$ cat config.mk
export PLATFORM = sky130hd
export DESIGN_NAME = golden_section_search
export DESIGN_NICKNAME = d
export VERILOG_FILES = /design/src/design/gss_pkg.sv /design/src/design/golden_section_search.sv /design/src/design/gss_gold_probe.sv
export SDC_FILE = /design/constraint.sdc
export NUM_CORES = 2
export LEC_CHECK = 0
export ABC_AREA = 0
export BUFFER_PORTS_ARGS = -buffer_cell sky130_fd_sc_hd__buf_2
export CAP_MARGIN = 20
export CORE_UTILIZATION = 40
export CTS_CLUSTER_SIZE = 30
export DETAILED_ROUTE_END_ITERATION = 16
export MAX_ROUTING_LAYER = met4
export SYNTH_ARGS = -nofsm -noshare
export SYNTH_HDL_FRONTEND = slang
export SYNTH_SLANG_ARGS = --single-unit
$ cat constraint.sdc
create_clock -name clk -period 14.05 [get_ports clk]
set_clock_uncertainty 0.05 [all_clocks]
set_input_delay 0.7025 -clock clk [delete_from_list [all_inputs] [get_ports clk]]
set_output_delay 0.7025 -clock clk [all_outputs]
set_load 0.05 [all_outputs]
$ cat src/design/gss_pkg.sv
// ----------------------------------------------------------------------------
// gss_pkg: shared constants and saturating arithmetic
// Word format, golden-ratio constant, result codes and helpers used by the
// golden-section search controller.
// ----------------------------------------------------------------------------
package gss_pkg;

	localparam int WORD_W    = 32;
	localparam int FRAC_BITS = 24;
	localparam int TOL_W     = WORD_W - 1;
	localparam int COUNT_W   = 8;
	localparam int CFG_IDX_W = 2;

	// (3 - sqrt(5)) / 2 as unsigned Q0.32
	localparam logic [WORD_W-1:0] GOLD_Q32 = 32'h61C8_8647;

	// reset bounds: left -2.0, right 0, tolerance 17 lsb
	localparam logic signed [WORD_W-1:0] LEFT_RESET  = WORD_W'(-(2 <<< FRAC_BITS));
	localparam logic signed [WORD_W-1:0] RIGHT_RESET = '0;
	localparam logic [TOL_W-1:0]         TOL_RESET   = TOL_W'(17);

	localparam logic signed [WORD_W-1:0] WORD_MAX = {1'b0, {(WORD_W-1){1'b1}}};
	localparam logic signed [WORD_W-1:0] WORD_MIN = {1'b1, {(WORD_W-1){1'b0}}};
	localparam logic [COUNT_W-1:0]       COUNT_MAX = '1;

	// request opcodes
	localparam logic OP_START = 1'b0;
	localparam logic OP_VALUE = 1'b1;

	// result status codes
	localparam logic [1:0] ST_PROBE   = 2'd0;
	localparam logic [1:0] ST_DONE    = 2'd1;
	localparam logic [1:0] ST_IGNORED = 2'd2;

	// config register indexes
	localparam logic [CFG_IDX_W-1:0] REG_LEFT  = 2'd0;
	localparam logic [CFG_IDX_W-1:0] REG_RIGHT = 2'd1;
	localparam logic [CFG_IDX_W-1:0] REG_TOL   = 2'd2;

	function automatic logic signed [WORD_W-1:0] sat_add(
		input logic signed [WORD_W-1:0] a,
		input logic signed [WORD_W-1:0] b
	);
		logic signed [WORD_W:0] s;
		s = {a[WORD_W-1], a} + {b[WORD_W-1], b};
		if (s[WORD_W] != s[WORD_W-1])
			return s[WORD_W] ? WORD_MIN : WORD_MAX;
		return s[WORD_W-1:0];
	endfunction

	function automatic logic signed [WORD_W-1:0] sat_sub(
		input logic signed [WORD_W-1:0] a,
		input logic signed [WORD_W-1:0] b
	);
		logic signed [WORD_W:0] s;
		s = {a[WORD_W-1], a} - {b[WORD_W-1], b};
		if (s[WORD_W] != s[WORD_W-1])
			return s[WORD_W] ? WORD_MIN : WORD_MAX;
		return s[WORD_W-1:0];
	endfunction

	// floor((a + b) / 2), no overflow
	function automatic logic signed [WORD_W-1:0] midpoint(
		input logic signed [WORD_W-1:0] a,
		input logic signed [WORD_W-1:0] b
	);
		logic signed [WORD_W:0] s;
		s = {a[WORD_W-1], a} + {b[WORD_W-1], b};
		return s[WORD_W:1];
	endfunction

endpackage

$ cat src/design/golden_section_search.sv
// ----------------------------------------------------------------------------
// golden_section_search: golden-section maximum search controller
// Emits probe abscissas in signed Q8.24, takes back objective values from an
// external evaluator, narrows the interval and reports its midpoint.
// ----------------------------------------------------------------------------
//
//  channel | handshake           | payload
//  --------+---------------------+------------------------------------------
//  in      | in_valid / in_stall | opcode, objective_value
//  out     | out_valid/out_stall | status, probe_point, extremum, eval_count
//  cfg     | cfg_valid/cfg_ready | cfg_index, cfg_data (always ready)
//
//  From accept to result: the input register, then one pass of compare /
//  saturating add / golden multiply into the result register.
//  One request per cycle sustained unless out_stall holds back a result; the
//  state update of a request is done in the cycle it moves from the input
//  register into the result register. in_stall rises only when the input
//  register is full and the result register holds a result under out_stall.
//  Reset clears the pipeline, sets the search idle and loads the default
//  bounds (-2.0, 0) and tolerance (17 lsb).
//
module golden_section_search (
	input  logic                                clk,
	input  logic                                arst_n,
	// request channel
	input  logic                                in_valid,
	output logic                                in_stall,
	input  logic                                opcode,
	input  logic signed [gss_pkg::WORD_W-1:0]   objective_value,
	// result channel
	output logic                                out_valid,
	input  logic                                out_stall,
	output logic [1:0]                          status,
	output logic signed [gss_pkg::WORD_W-1:0]   probe_point,
	output logic signed [gss_pkg::WORD_W-1:0]   extremum,
	output logic [gss_pkg::COUNT_W-1:0]         eval_count,
	// config write channel
	input  logic                                cfg_valid,
	output logic                                cfg_ready,
	input  logic [gss_pkg::CFG_IDX_W-1:0]       cfg_index,
	input  logic [gss_pkg::WORD_W-1:0]          cfg_data
);

	typedef enum logic [1:0] {
		PH_IDLE,
		PH_FIRST_LOW,
		PH_WAIT_HIGH,
		PH_WAIT_LOW
	} phase_t;

	// config registers
	logic signed [gss_pkg::WORD_W-1:0] left_bound_q;
	logic signed [gss_pkg::WORD_W-1:0] right_bound_q;
	logic [gss_pkg::TOL_W-1:0]         tolerance_q;

	// input stage
	logic                              valid_s1;
	logic                              opcode_s1;
	logic signed [gss_pkg::WORD_W-1:0] value_s1;
	logic signed [gss_pkg::WORD_W-1:0] width_s1;   // right - left of the bounds

	// search state
	phase_t                            phase_q, phase_d;
	logic [gss_pkg::COUNT_W-1:0]       evals_q, evals_d;
	logic signed [gss_pkg::WORD_W-1:0] left_q, left_d;
	logic signed [gss_pkg::WORD_W-1:0] right_q, right_d;
	logic signed [gss_pkg::WORD_W-1:0] low_pt_q, low_pt_d;
	logic signed [gss_pkg::WORD_W-1:0] high_pt_q, high_pt_d;
	logic signed [gss_pkg::WORD_W-1:0] low_val_q, low_val_d;
	logic signed [gss_pkg::WORD_W-1:0] high_val_q, high_val_d;

	// result register
	logic                              out_valid_q;
	logic [1:0]                        status_q, res_status;
	logic signed [gss_pkg::WORD_W-1:0] probe_q, res_probe;
	logic signed [gss_pkg::WORD_W-1:0] ext_q, res_ext;
	logic [gss_pkg::COUNT_W-1:0]       count_q, res_count;

	logic                              advance;
	logic signed [gss_pkg::WORD_W-1:0] first_probe;
	logic [gss_pkg::COUNT_W-1:0]       evals_inc;

	// decision datapath
	logic signed [gss_pkg::WORD_W-1:0] low_v, high_v;
	logic                              low_gt;
	logic signed [gss_pkg::WORD_W-1:0] new_l, new_r, kept;
	logic signed [gss_pkg::WORD_W-1:0] new_width, mirror;
	logic                              narrow;

	// ---------------- config ----------------
	assign cfg_ready = 1'b1;

	always_ff @(posedge clk or negedge arst_n) begin
		if (!arst_n) begin
			left_bound_q  <= gss_pkg::LEFT_RESET;
			right_bound_q <= gss_pkg::RIGHT_RESET;
			tolerance_q   <= gss_pkg::TOL_RESET;
		end else if (cfg_valid && cfg_ready) begin
			unique case (cfg_index)
				gss_pkg::REG_LEFT:  left_bound_q  <= cfg_data;
				gss_pkg::REG_RIGHT: right_bound_q <= cfg_data;
				gss_pkg::REG_TOL:   tolerance_q   <= cfg_data[gss_pkg::TOL_W-1:0];
				default: ;   // unmapped index, write dropped
			endcase
		end
	end

	// ---------------- input stage ----------------
	// the result register takes a new result when empty or being drained
	assign advance  = valid_s1 && (!out_valid_q || !out_stall);
	assign in_stall = valid_s1 && !advance;

	always_ff @(posedge clk or negedge arst_n) begin
		if (!arst_n) begin
			valid_s1 <= 1'b0;
		end else if (!in_stall) begin
			valid_s1 <= in_valid;
		end
	end

	// the user must keep the bounds static while a request is in flight (not
	// enforced); taking the width here keeps the multiplier off the subtract
	always_ff @(posedge clk) begin
		if (in_valid && !in_stall) begin
			opcode_s1 <= opcode;
			value_s1  <= objective_value;
			width_s1  <= gss_pkg::sat_sub(right_bound_q, left_bound_q);
		end
	end

	gss_gold_probe u_gold (
		.width (width_s1),
		.base  (left_bound_q),
		.probe (first_probe)
	);

	// ---------------- decision ----------------
	assign evals_inc = (evals_q == gss_pkg::COUNT_MAX) ? evals_q : evals_q + 1'b1;

	// the fresh value replaces the inner point that was just probed
	assign low_v  = (phase_q == PH_WAIT_LOW)  ? value_s1 : low_val_q;
	assign high_v = (phase_q == PH_WAIT_HIGH) ? value_s1 : high_val_q;
	assign low_gt = low_v > high_v;

	// low side greater: drop [high, right]; otherwise drop [left, low].
	// The first high probe mirrors the low one inside the full interval.
	always_comb begin
		if (phase_q == PH_FIRST_LOW || low_gt) begin
			new_l = left_q;
			new_r = (phase_q == PH_FIRST_LOW) ? right_q : high_pt_q;
			kept  = low_pt_q;
		end else begin
			new_l = low_pt_q;
			new_r = right_q;
			kept  = high_pt_q;
		end
	end

	assign new_width = gss_pkg::sat_sub(new_r, new_l);
	assign narrow    = $signed({new_width[gss_pkg::WORD_W-1], new_width})
	                 < $signed({2'b00, tolerance_q});
	assign mirror    = gss_pkg::sat_sub(gss_pkg::sat_add(new_l, new_r), kept);

	always_comb begin
		phase_d    = phase_q;
		evals_d    = evals_q;
		left_d     = left_q;
		right_d    = right_q;
		low_pt_d   = low_pt_q;
		high_pt_d  = high_pt_q;
		low_val_d  = low_val_q;
		high_val_d = high_val_q;
		res_status = gss_pkg::ST_IGNORED;
		res_probe  = '0;
		res_ext    = '0;
		res_count  = evals_q;

		if (opcode_s1 == gss_pkg::OP_START) begin
			// start always wins, even over a running search
			left_d     = left_bound_q;
			right_d    = right_bound_q;
			low_pt_d   = first_probe;
			high_pt_d  = '0;
			low_val_d  = '0;
			high_val_d = '0;
			evals_d    = gss_pkg::COUNT_W'(1);
			phase_d    = PH_FIRST_LOW;
			res_status = gss_pkg::ST_PROBE;
			res_probe  = first_probe;
			res_count  = gss_pkg::COUNT_W'(1);
		end else begin
			unique case (phase_q) inside
				PH_IDLE: begin
					// value with no search running
				end
				PH_FIRST_LOW: begin
					low_val_d  = value_s1;
					high_pt_d  = mirror;
					phase_d    = PH_WAIT_HIGH;
					evals_d    = evals_inc;
					res_status = gss_pkg::ST_PROBE;
					res_probe  = mirror;
					res_count  = evals_inc;
				end
				PH_WAIT_HIGH, PH_WAIT_LOW: begin
					low_val_d  = low_v;
					high_val_d = high_v;
					left_d     = new_l;
					right_d    = new_r;
					if (narrow) begin
						phase_d    = PH_IDLE;
						res_status = gss_pkg::ST_DONE;
						res_ext    = gss_pkg::midpoint(new_l, new_r);
					end else begin
						if (low_gt) begin
							high_pt_d  = low_pt_q;
							high_val_d = low_v;
							low_pt_d   = mirror;
							phase_d    = PH_WAIT_LOW;
						end else begin
							low_pt_d   = high_pt_q;
							low_val_d  = high_v;
							high_pt_d  = mirror;
							phase_d    = PH_WAIT_HIGH;
						end
						evals_d    = evals_inc;
						res_status = gss_pkg::ST_PROBE;
						res_probe  = mirror;
						res_count  = evals_inc;
					end
				end
			endcase
		end
	end

	// ---------------- state and result register ----------------
	always_ff @(posedge clk or negedge arst_n) begin
		if (!arst_n) begin
			phase_q     <= PH_IDLE;
			evals_q     <= '0;
			left_q      <= '0;
			right_q     <= '0;
			low_pt_q    <= '0;
			high_pt_q   <= '0;
			low_val_q   <= '0;
			high_val_q  <= '0;
			out_valid_q <= 1'b0;
			status_q    <= '0;
			probe_q     <= '0;
			ext_q       <= '0;
			count_q     <= '0;
		end else if (advance) begin
			phase_q     <= phase_d;
			evals_q     <= evals_d;
			left_q      <= left_d;
			right_q     <= right_d;
			low_pt_q    <= low_pt_d;
			high_pt_q   <= high_pt_d;
			low_val_q   <= low_val_d;
			high_val_q  <= high_val_d;
			out_valid_q <= 1'b1;
			status_q    <= res_status;
			probe_q     <= res_probe;
			ext_q       <= res_ext;
			count_q     <= res_count;
		end else if (!out_stall) begin
			out_valid_q <= 1'b0;
		end
	end

	assign out_valid   = out_valid_q;
	assign status      = status_q;
	assign probe_point = probe_q;
	assign extremum    = ext_q;
	assign eval_count  = count_q;

endmodule

$ cat src/design/gss_gold_probe.sv
// ----------------------------------------------------------------------------
// gss_gold_probe: first probe point of a search
// probe = left + round(c * width), c = (3 - sqrt(5)) / 2, rounding half away
// from zero, sum saturated.
// ----------------------------------------------------------------------------
module gss_gold_probe (
	input  logic signed [gss_pkg::WORD_W-1:0] width,
	input  logic signed [gss_pkg::WORD_W-1:0] base,
	output logic signed [gss_pkg::WORD_W-1:0] probe
);

	logic [gss_pkg::WORD_W-1:0]   mag;
	logic [2*gss_pkg::WORD_W-1:0] prod;
	logic [2*gss_pkg::WORD_W-1:0] prod_rnd;
	logic [gss_pkg::WORD_W-1:0]   scaled;
	logic signed [gss_pkg::WORD_W-1:0] term;

	// magnitude; the most negative width maps to 2^(W-1), still fits unsigned
	assign mag      = width[gss_pkg::WORD_W-1] ? gss_pkg::WORD_W'(-width) : width;
	assign prod     = (2*gss_pkg::WORD_W)'(mag) * (2*gss_pkg::WORD_W)'(gss_pkg::GOLD_Q32);
	assign prod_rnd = prod + ((2*gss_pkg::WORD_W)'(1) << (gss_pkg::WORD_W - 1));
	assign scaled   = prod_rnd[2*gss_pkg::WORD_W-1:gss_pkg::WORD_W];
	assign term     = width[gss_pkg::WORD_W-1] ? gss_pkg::WORD_W'(-scaled) : scaled;
	assign probe    = gss_pkg::sat_add(base, term);

endmodule

Word-level counts from Yosys, hierarchy flattened
Index checks and enable logic that the tools add are counted.
{ "word_totals": {"ff_bits": 430, "in_bits": 72, "output_inout_bits": 77, "elab_cells": 132} }
{ "op_classes": {"addsub": 9, "mul": 1, "n_lt_le_gt_ge": 2, "n_eq_ne": 16, "muxes": 67, "n_reduce_logical": 18} }
{ "ops": {"columns": ["operator", "n"], "rows": [
  ["$mux W32", 45],
  ["$pmux W32 S2", 3],
  ["$sub A32 B32 Y33", 3],
  ["$add A32 B32 Y33", 2],
  ["$add A63 B32 Y64 const B", 1],
  ["$neg A32 Y32", 2],
  ["$mul A32 B31 Y63 const B", 1],
  ["$gt A32 B32 Y1", 1],
  ["$lt A32 B32 Y1", 1],
  ["$mux W8", 3],
  ["$pmux W8 S2", 1],
  ["$mux W1", 10],
  ["$reduce_and A2 Y1", 5],
  ["$add A8 B1 Y8 const B", 1],
  ["$eq A8 B8 Y1 const B", 1],
  ["$pmux W2 S2", 2],
  ["$eq A2 B2 Y1 const B", 3],
  ["$mux W2", 3],
  ["$reduce_and A3 Y1", 2],
  ["$ne A1 B1 Y1", 5],
  ["$eq A2 B1 Y1 const B", 2],
  ["$logic_not A1 Y1", 4],
  ["$ne A2 B1 Y1 const B", 2],
  ["$logic_and A1 B1 Y1", 3],
  ["6 further kinds", 7]
]} }

Logic depth before layout (Yosys ltp)
{ "depth": {"depth_word": 17, "depth_mapped": 56} }

Hierarchy
From an unflattened synthesis, not the netlist that was laid out.
{ "hier_totals": {"cells_unflattened": 5489, "area_unflattened_um2": 48556.6} }
{ "modules_own_cells": {"columns": ["module", "n_inst", "cells_each", "area_each_um2", "seq_area_each_um2"], "rows": [
  ["golden_section_search", 1, 3217, 28793.9, 11096.9],
  ["gss_gold_probe", 1, 2272, 19762.7, 0.0]
]} }

Worst setup path after synthesis
OpenSTA, ideal clock, no wires.
{ "synth_path": {"path_kind": "register -> register", "start": "register width_s1[13] in the netlist's numbering", "end": "register probe_q (netlist bit probe_point[13])", "t_arrival_ps": 12719, "path_slack_ps": 1141, "stages_incl_launch_ff": 54, "cell_sequence": "edfxtp_1 nor3_1 nand2b_1 nor4_1 nand2b_1 or4_1 nor3_1 nand3_1 o41ai_1 xor2_1 inv_1 ha_1 fa_1 inv_1 ha_1 inv_1 fa_1 inv_1 [18 not listed] o21ai_0 xnor2_1 ha_1 a21o_1 a21o_1 a21oi_1 o21ai_0 a221o_1 a21oi_1 nand3_1 and2_1 o31a_1 o21a_1 clkbuf_1 clkbuf_1 clkbuf_1 a21oi_1 a31oi_1"} }
{ "synth_via": {"elab_chain_len": 11} }
{ "synth_lines": {"columns": ["item", "line_no", "rtl"], "rows": [
  ["from (decl)", "golden_section_search.sv:60", "logic signed [gss_pkg::WORD_W-1:0] width_s1;"],
  ["from (signal assigned)", "golden_section_search.sv:127", "width_s1 <= gss_pkg::sat_sub(right_bound_q, left_bound_q);"],
  ["$neg A32 Y32", "gss_gold_probe.sv:19", "assign mag = width[gss_pkg::WORD_W-1] ? gss_pkg::WORD_W'(-width) : width;"],
  ["$mux W32 *", "gss_gold_probe.sv:19", null],
  ["$mul A32 B31 Y63 *", "gss_gold_probe.sv:20", "assign prod = (2*gss_pkg::WORD_W)'(mag) * (2*gss_pkg::WORD_W)'(gss_pkg::GOLD_Q32);"],
  ["$add A63 B32 Y64 *", "gss_gold_probe.sv:21", "assign prod_rnd = prod + ((2*gss_pkg::WORD_W)'(1) << (gss_pkg::WORD_W - 1));"],
  ["$neg A32 Y32", "gss_gold_probe.sv:23", "assign term = width[gss_pkg::WORD_W-1] ? gss_pkg::WORD_W'(-scaled) : scaled;"],
  ["$mux W32 *", "gss_gold_probe.sv:23", null],
  ["$add A32 B32 Y33 *", "gss_pkg.sv:45", "s = {a[WORD_W-1], a} + {b[WORD_W-1], b};"],
  ["$mux W32 / $ne A1 B1 Y1 (equally long branches)", "gss_pkg.sv:47, gss_pkg.sv:46", null],
  ["$mux W32 / $mux W1 (equally long branches)", "gss_pkg.sv:46", "if (s[WORD_W] != s[WORD_W-1])"],
  ["$mux W32 *", "gss_pkg.sv:48", "return s[WORD_W-1:0];"],
  ["$mux W32 *", "golden_section_search.sv:178", "if (opcode_s1 == gss_pkg::OP_START) begin"],
  ["to (signal assigned)", "golden_section_search.sv:263", "probe_q <= res_probe;"],
  ["to (decl)", "golden_section_search.sv:75", "logic signed [gss_pkg::WORD_W-1:0] probe_q, res_probe;"]
]} }
Every way passes the cells marked *; elsewhere a longest branch is shown, timed or not. The select of a mux whose other input is x is not followed.
A chain may end at the register's enable or synchronous reset.

Worst setup path in the final report
{ "layout_path": {"start": "register width_s1[5] in the netlist's numbering", "end": "register low_pt_q[25] in the netlist's numbering"} }
{ "layout_via": {"elab_chain_len": 11} }
{ "layout_lines": {"columns": ["item", "line_no", "rtl"], "rows": [
  ["$neg A32 Y32", "gss_gold_probe.sv:19", null],
  ["$mux W32 *", "gss_gold_probe.sv:19", null],
  ["$mul A32 B31 Y63 *", "gss_gold_probe.sv:20", null],
  ["$add A63 B32 Y64 *", "gss_gold_probe.sv:21", null],
  ["$neg A32 Y32", "gss_gold_probe.sv:23", null],
  ["$mux W32 *", "gss_gold_probe.sv:23", null],
  ["$add A32 B32 Y33 *", "gss_pkg.sv:45", null],
  ["$mux W32 / $ne A1 B1 Y1 (equally long branches)", "gss_pkg.sv:47, gss_pkg.sv:46", null],
  ["$mux W32 / $mux W1 (equally long branches)", "gss_pkg.sv:46", null],
  ["$mux W32 *", "gss_pkg.sv:48", null],
  ["$mux W32 *", "golden_section_search.sv:178", null],
  ["to (signal assigned)", "golden_section_search.sv:257", "low_pt_q <= low_pt_d;"],
  ["to (decl)", "golden_section_search.sv:67", "logic signed [gss_pkg::WORD_W-1:0] low_pt_q, low_pt_d;"]
]} }
Marks and branches as above.

==> out/results.txt <==
Setup crit start kind = register
Main synth FF type = dfrtp_1
Post-synth EDFFs = 65
WL final = 152000 um
HPWL after detailed placement = 125100 um
First-pass GRT wire length = 231100 um
Placer Congestion = 0.9812
Root buffer cell = clkbuf_16
Ys Warns = 0
Vias in the first global route = 38430
Mapped Cells = 5269
Status = finished clean
Hold Crit Class = in -> async
Max incr delay on CP = 0.58 ns
Placed Instances = 6952
Rows = 125
Post-layout net count = 6487
Total gr overflow = 0
Iteration count of the initial detailed-routing pass = 5
Final setup viols = 0
Clk Latency, worst-skew pair = 0.61 ns
Synth Cell Area = 46920 um2
Wire per inst = 21.57 um
Core area = 116200 um2
Crit Path Class = reg -> reg
Crit path arrival time = 13.79 ns
Mapped Nets = 6275
DRC = 0
Largest net degree at the start of global routing = 153
Yosys top cell area share = 0.1899
Crit Path Max Fanout = 37
CP delay by family, top = adder cells
Clock slew at reported path FFs = 0.06 ns
Most frequent cells in the layout = inv_1, ha_1, o21ai_0
Area growth, synth to finish = 11.79%
Synth Register Bits = 430
Max Fclk = 0.07474 GHz
Clock period minus worst slack = 13.38 ns
Share of layout cells above drive strength 1 = 0.1129
Initial Util = 0.4037
RSZ-0062 raised after global routing = no
Reg2reg path depth = 52
Clock buffer depth = 3
CP max-delay cell = or4_4
CP endpoint kind = register
Synth async-reset ratio = 0.8488
Setup TNS = 0 ns
Register area share after synthesis = 0.2365
WP depth = 52
Commonest non-fill, non-tap cell in the layout = inv_1
Vias post-DR = 38610
Top post-synthesis cells by area = dfrtp_1, ha_1, fa_1
Fill cell count = 11400
Least-Margin Pin Slew = 1.188 ns
TritonCTS buffer count = 47
Avg Cell Area, Syn = 8.904 um2
Clock tree sinks = 430
Total GRT Usage = 0.2630
Top cell by count, worst path = inv_1
Cts hold-fix bufs = 0
Initial antenna violation count = 5
IO Pins = 149
Yosys top cell by area = dfrtp_1
CTS H-tree depth = 2
Max Cap Violations = 0
Rel. slew slack = 0.2079
Buf/Inv on CP = 11
Post-synth cell types = 93
DR iter-0 viols = 2727
Die Span Y = 344.5 um
CTS tree = yes
Non-filler cells, final = 7046
Period utilization = 0.9523
DRT antenna net count = 0
IO buf count = 147
Die area = 118700 um2
Final Hold Fails = 0
Width of the die = 344.5 um
Critical Path RT = 14.46 ns
Vias per cell = 5.479
Final slew viol count = 0
[layout make-up]
class / count / area [um2] / share of cell area
diodes: 3 / 7.507 / 0.0001431
clock buffers: 71 / 1430 / 0.02727
inverters: 834 / 3131 / 0.05969
well taps: 1524 / 1907 / 0.03635
flip-flops and latches: 430 / 11100 / 0.2116
clock inverters: 16 / 142.6 / 0.002719
multi-input cells: 3809 / 32170 / 0.6134
repair buffers: 359 / 2562 / 0.04886
[final timing paths]
kind                             start          endpoint  slack, ns
setup / recovery           width_s1[5]      low_pt_q[25]       0.67
hold / removal                  arst_n         status[0]       0.09
setup reg to reg           width_s1[5]      low_pt_q[25]       0.67
hold reg to reg              status[0]         status[0]       0.43
max in group asynchronous       arst_n  right_bound_q[1]      11.51
min in group clk                opcode         opcode_s1       0.21
[cells by family (layout without fill, tap and decap cells)]
kind of cell               after synthesis  after routing  synth area share
buffers and inverters                 1030           1280           0.08280
DFF                                    430            430            0.2365
other                                    1              4        0.00007993
adders and majority gates              956            956            0.3000
and+or+nand+nor                       1011           1011           0.09873
AOI/OAI and AO/OA                     1320           1320            0.1748
xor gates and xnor gates               250            250           0.04667
muxes                                  271            271           0.06040
[state kept, by name (all words and copies together) (netlist names), 31 cells and up]
| name | cells |
|---|---|
| low_val_q | 32 |
| low_pt_q | 32 |
| high_pt_q | 32 |
| width_s1 | 32 |
| high_val_q | 32 |
| left_bound_q | 32 |
| probe_point | 32 |
| extremum | 32 |
| left_q | 32 |
| tolerance_q | 31 |
| right_bound_q | 32 |
| value_s1 | 32 |
| right_q | 32 |
[metrics by stage]
step	util	setup WS (ns)	hold slack [ns]	cell area, um2
6_report	0.4514	0.6708	0.09468	52450
5_1_grt	0.4513	0.02599	0.1488	52440
4_1_cts	0.4497	0.03562	0.09916	52250
3_5_place_dp	0.4361	0.07752	0.4170	50680
3_3_place_gp	0.4361	0.1809	0.4081	50680
2_1_floorplan	-	1.141	0.3569	46920
[Yosys cell counts (64+ instances only)]
cell type	instances
a21o_1	122
a21oi_1	352
a31oi_1	64
clkbuf_1	165
dfrtp_1	356
edfxtp_1	65
fa_1	289
ha_1	645
inv_1	834
mux2_2	90
mux2i_1	174
nand2_1	377
nor2_1	305
o21ai_0	403
xnor2_1	189
[routing by layer]
layer | part of all wire | wire length [um] | track usage | vias up
met4 | 0.034 | 5208 | 0.08269 | 0
met1 | 0.45 | 68970 | 0.3550 | 18800
met2 | 0.46 | 69430 | 0.4122 | 1159
met5 | 0 | 0 | - | -
li1 | - | - | - | 18390
met3 | 0.055 | 8380 | 0.02855 | 256
[timing repair]
action	CTS	global route
resized for setup	0	35
endpoints found under the setup margin	0	66
setup buffers	0	4
Power is not shown: default switching activity piles up to over one toggle a cycle in this logic, so the estimate is an artifact.
